### config.mk
export PLATFORM = sky130hd
export DESIGN_NAME = apsp_relax
export DESIGN_NICKNAME = d
export VERILOG_FILES = /design/src/rtl/apsp_relax.sv
export SDC_FILE = /design/constraint.sdc
export NUM_CORES = 1
export LEC_CHECK = 0
export ABC_AREA = 1
export BUFFER_PORTS_ARGS = -buffer_cell sky130_fd_sc_hd__buf_2
export CAP_MARGIN = 10
export CORE_ASPECT_RATIO = 0.6
export CORE_MARGIN = 8
export CORE_UTILIZATION = 50
export DETAILED_ROUTE_END_ITERATION = 10
export PLACE_DENSITY_LB_ADDON = 0.2
export SETUP_SLACK_MARGIN = 0.3
export SKIP_LAST_GASP = 1
export SYNTH_ARGS = -nofsm -noshare
export SYNTH_HDL_FRONTEND = slang
export SYNTH_SLANG_ARGS = --single-unit
### constraint.sdc
create_clock -name vclk -period 4.2
set_clock_uncertainty 0.2 [all_clocks]
set_input_delay 0.21 -clock vclk [all_inputs]
set_output_delay 0.21 -clock vclk [all_outputs]
set_load 0.02 [all_outputs]
### src/rtl/apsp_relax.sv
`timescale 1ns / 1ps
`default_nettype none

// One relaxation step: entries are {no_path, distance}.
module apsp_relax #(
  parameter int DISTANCE_BITS = 24
) (
  input  logic [DISTANCE_BITS:0]   d_ik,
  input  logic [DISTANCE_BITS:0]   d_kj,
  input  logic [DISTANCE_BITS:0]   d_ij,
  output logic                     update,
  output logic [DISTANCE_BITS-1:0] sum
);

  localparam int DW = DISTANCE_BITS;
  localparam logic [DW-1:0] DMAX = {1'b0, {(DW-1){1'b1}}};
  localparam logic [DW-1:0] DMIN = {1'b1, {(DW-1){1'b0}}};

  logic [DW:0] wide;
  logic        ovf;

  assign wide = {d_ik[DW-1], d_ik[DW-1:0]} + {d_kj[DW-1], d_kj[DW-1:0]};
  assign ovf  = wide[DW] ^ wide[DW-1];

  always_comb begin
    if (ovf) begin
      sum = wide[DW] ? DMIN : DMAX;
    end else begin
      sum = wide[DW-1:0];
    end
  end

  // skip when either leg has no path; a path always beats no path
  assign update = !d_ik[DW] && !d_kj[DW] &&
                  (d_ij[DW] || ($signed(sum) < $signed(d_ij[DW-1:0])));

endmodule

`default_nettype wire

==> impl_metrics.env <==
export IMPL_outcome="completed"
export IMPL_cp_common_cell="nand2_1"
export IMPL_nFlopsAndLatches=0
export IMPL_rsz0062_at_grt="false"
export IMPL_setup_viol=0
export IMPL_wl_met2_um=3140
export IMPL_wl_met1_um=3350
export IMPL_slew_headroom_pct=77.2
export IMPL_holdPathStages=5
export IMPL_place_congestion=0.873
export IMPL_diodes=0
export IMPL_nets=591
export IMPL_placed_cells=505
export IMPL_hold_viol_final=0
export IMPL_mostFrequentLayoutCells="buf_2, nand2_1, inv_1"
export IMPL_finalNonFillerCells=517
export IMPL_worstPathArrival_ns=3.37
export IMPL_peakVddDrop_uv=107
export IMPL_drive_gt1_share_pct=41.8
export IMPL_drv_cap=0
export IMPL_criticalPathCategory="in -> out"
export IMPL_endpoint_kind="output pin"
export IMPL_grt_overflow=0
export IMPL_crit_cells=23
export IMPL_via_per_inst=5.08
export IMPL_wl_per_cell_um=13.9
export IMPL_final_common_cell="buf_2"
export IMPL_path_max_fanout=5
export IMPL_holdWs_ns=0.551
export IMPL_core_area_um2=4050
export IMPL_clkbuf_count=0
export IMPL_antenna_left=0
export IMPL_final_period_utilization_pct=89.9
export IMPL_num_vias=2624
export IMPL_ff_latch_area_um2=0
export IMPL_drc=0
export IMPL_utilization_pct=75.1
export IMPL_syn_cell_area_um2=2090
export IMPL_p_leak_nw=1.69
export IMPL_grt_start_max_net_pins=11
export IMPL_die_area_um2=6570
export IMPL_hold_start="d_ik[24]"
export IMPL_synthesis_instances=357
export IMPL_fp_dieW_um=99.4
export IMPL_finalSetupTns_ns=0
export IMPL_min_period_ns=3.78
export IMPL_powerDensity_nw_per_um2=257
export IMPL_drtPass1Iterations=4
export IMPL_wl_um=7200
export IMPL_num_rows=18
export IMPL_synth_warnings=0
export IMPL_die_h_um=66.1
export IMPL_fmax_mhz=265
export IMPL_synth_cell_types=28
export IMPL_hold_path_class="in -> out"
export IMPL_wl_met3_um=714
export IMPL_grt_use_total_pct=19.0
export IMPL_routed_top_layer="met3"
export IMPL_io_pins=100
export IMPL_cpPeakStageDelay_ns=0.32
export IMPL_crit_family="simple AND/OR/NAND/NOR gates"
export IMPL_synth_fp_nets=479
export IMPL_port_buffers=100
export IMPL_area_growth_pct=45.8
export IMPL_antenna_found_initial=0
export IMPL_critPathSlowestCell="ha_2"
export IMPL_start_util_pct=51.5
export IMPL_grt_pass1_wl_um=10700
export IMPL_crit_path_start_kind="input pin"
export IMPL_grt_pass1_vias=2350
export IMPL_drtIter0Drc=125
export IMPL_dpl_hpwl_um=5820
export IMPL_synth_seq_area_share_pct=0
export IMPL_tightestPinTransition_ns=0.343
export IMPL_critPathBufInv=5
export IMPL_worstPathRequired_ns=3.79
export IMPL_crit_start="d_ik[7]"
export IMPL_syn_area_per_cell_um2=5.85
export IMPL_slew_viol_final=0
export IMPL_cp_cell_sequence="buf_2, ha_2, nand2_1, inv_2, a21oi_1, nand2_4, a21oi_4, o21bai_2, a21oi_2, buf_4, xor2_1, a21oi_1, ha_1, nand2_1, nor2_1, nand4_1, nor2_1, nand2_1, nand3_1, nand3_1, nand2_1, inv_1, buf_4"
## repair_timing
item	4_1_cts	5_1_grt
gates resized for setup	9	54
hold buffers	0	0
setup endpoints to repair	1	1
pin swaps	0	14
setup buffers	0	10
gates cloned	2	0
## path summary, 6_finish.rpt
| check | slack (ns) | end |
|---|---|---|
| hold / removal | 0.55 | update |
| setup / recovery | 0.42 | update |
## logic make-up (layout without fill, tap and decap cells)
group	after synthesis	after routing	share of synthesized area [%]
AOI/OAI and AO/OA	61	61	16.7
xor gates and xnor gates	19	19	7.97
adders and majority gates	47	47	28.5
buffers and inverters	63	173	11.3
and+or+nand+nor	167	167	35.5
## layout make-up
type               count  area [µm²]
fillers              356        1010
inverters             60         229
multi-input cells    294        2140
well taps             50        62.6
repair buffers       111         598
repair inverters       2        15.0
## where the power goes
group | switching [mW] | internal, mW | total (mW) | leakage (nW)
clock network | 0 | 0 | 0 | 0
logic | 0.473 | 0.309 | 0.782 | 1.69
registers | 0 | 0 | 0 | 0
## per-stage QoR
stage	cell area (µm²)	power, mW	setup slack [ns]
2_1_floorplan	2090	0.463	0.445
3_3_place_gp	2650	0.650	0.278
3_5_place_dp	2650	0.662	0.206
4_1_cts	2700	0.683	0.308
5_1_grt	3040	0.855	0.224
6_report	3040	0.782	0.423
## Yosys cell counts, types with 2 or more instances
cell / number / area share (%)
nand2_1: 103 / 19
inv_1: 59 / 11
ha_1: 46 / 28
a21oi_1: 43 / 10
nor2_1: 24 / 4.3
nand2_2: 10 / 3.0
xor2_1: 10 / 4.2
xnor2_1: 9 / 3.8
nand3_1: 7 / 1.7
nand4_1: 7 / 2.1
a31oi_1: 5 / 1.5
nor2_2: 5 / 1.5
o21ai_0: 4 / 0.96
a31o_2: 3 / 1.3
clkbuf_1: 3 / 0.54
or2_1: 3 / 0.90
a211oi_1: 2 / 0.72
a21oi_2: 2 / 0.84
nand3_2: 2 / 0.96
o21bai_2: 2 / 1.1
## per-layer routing
layer	track usage [%]	up-vias
met5	0	-
met4	0	0
met3	4.31	0
met2	30.9	106
met1	26.4	1136
li1	-	1382
## tightest hold or removal path: stages
cell	delay (ns)
buf_2	0.07
nor2_1	0.03
nand2_1	0.05
inv_1	0.03
buf_4	0.14
No activity file was read; power rests on OpenSTA's default activity.
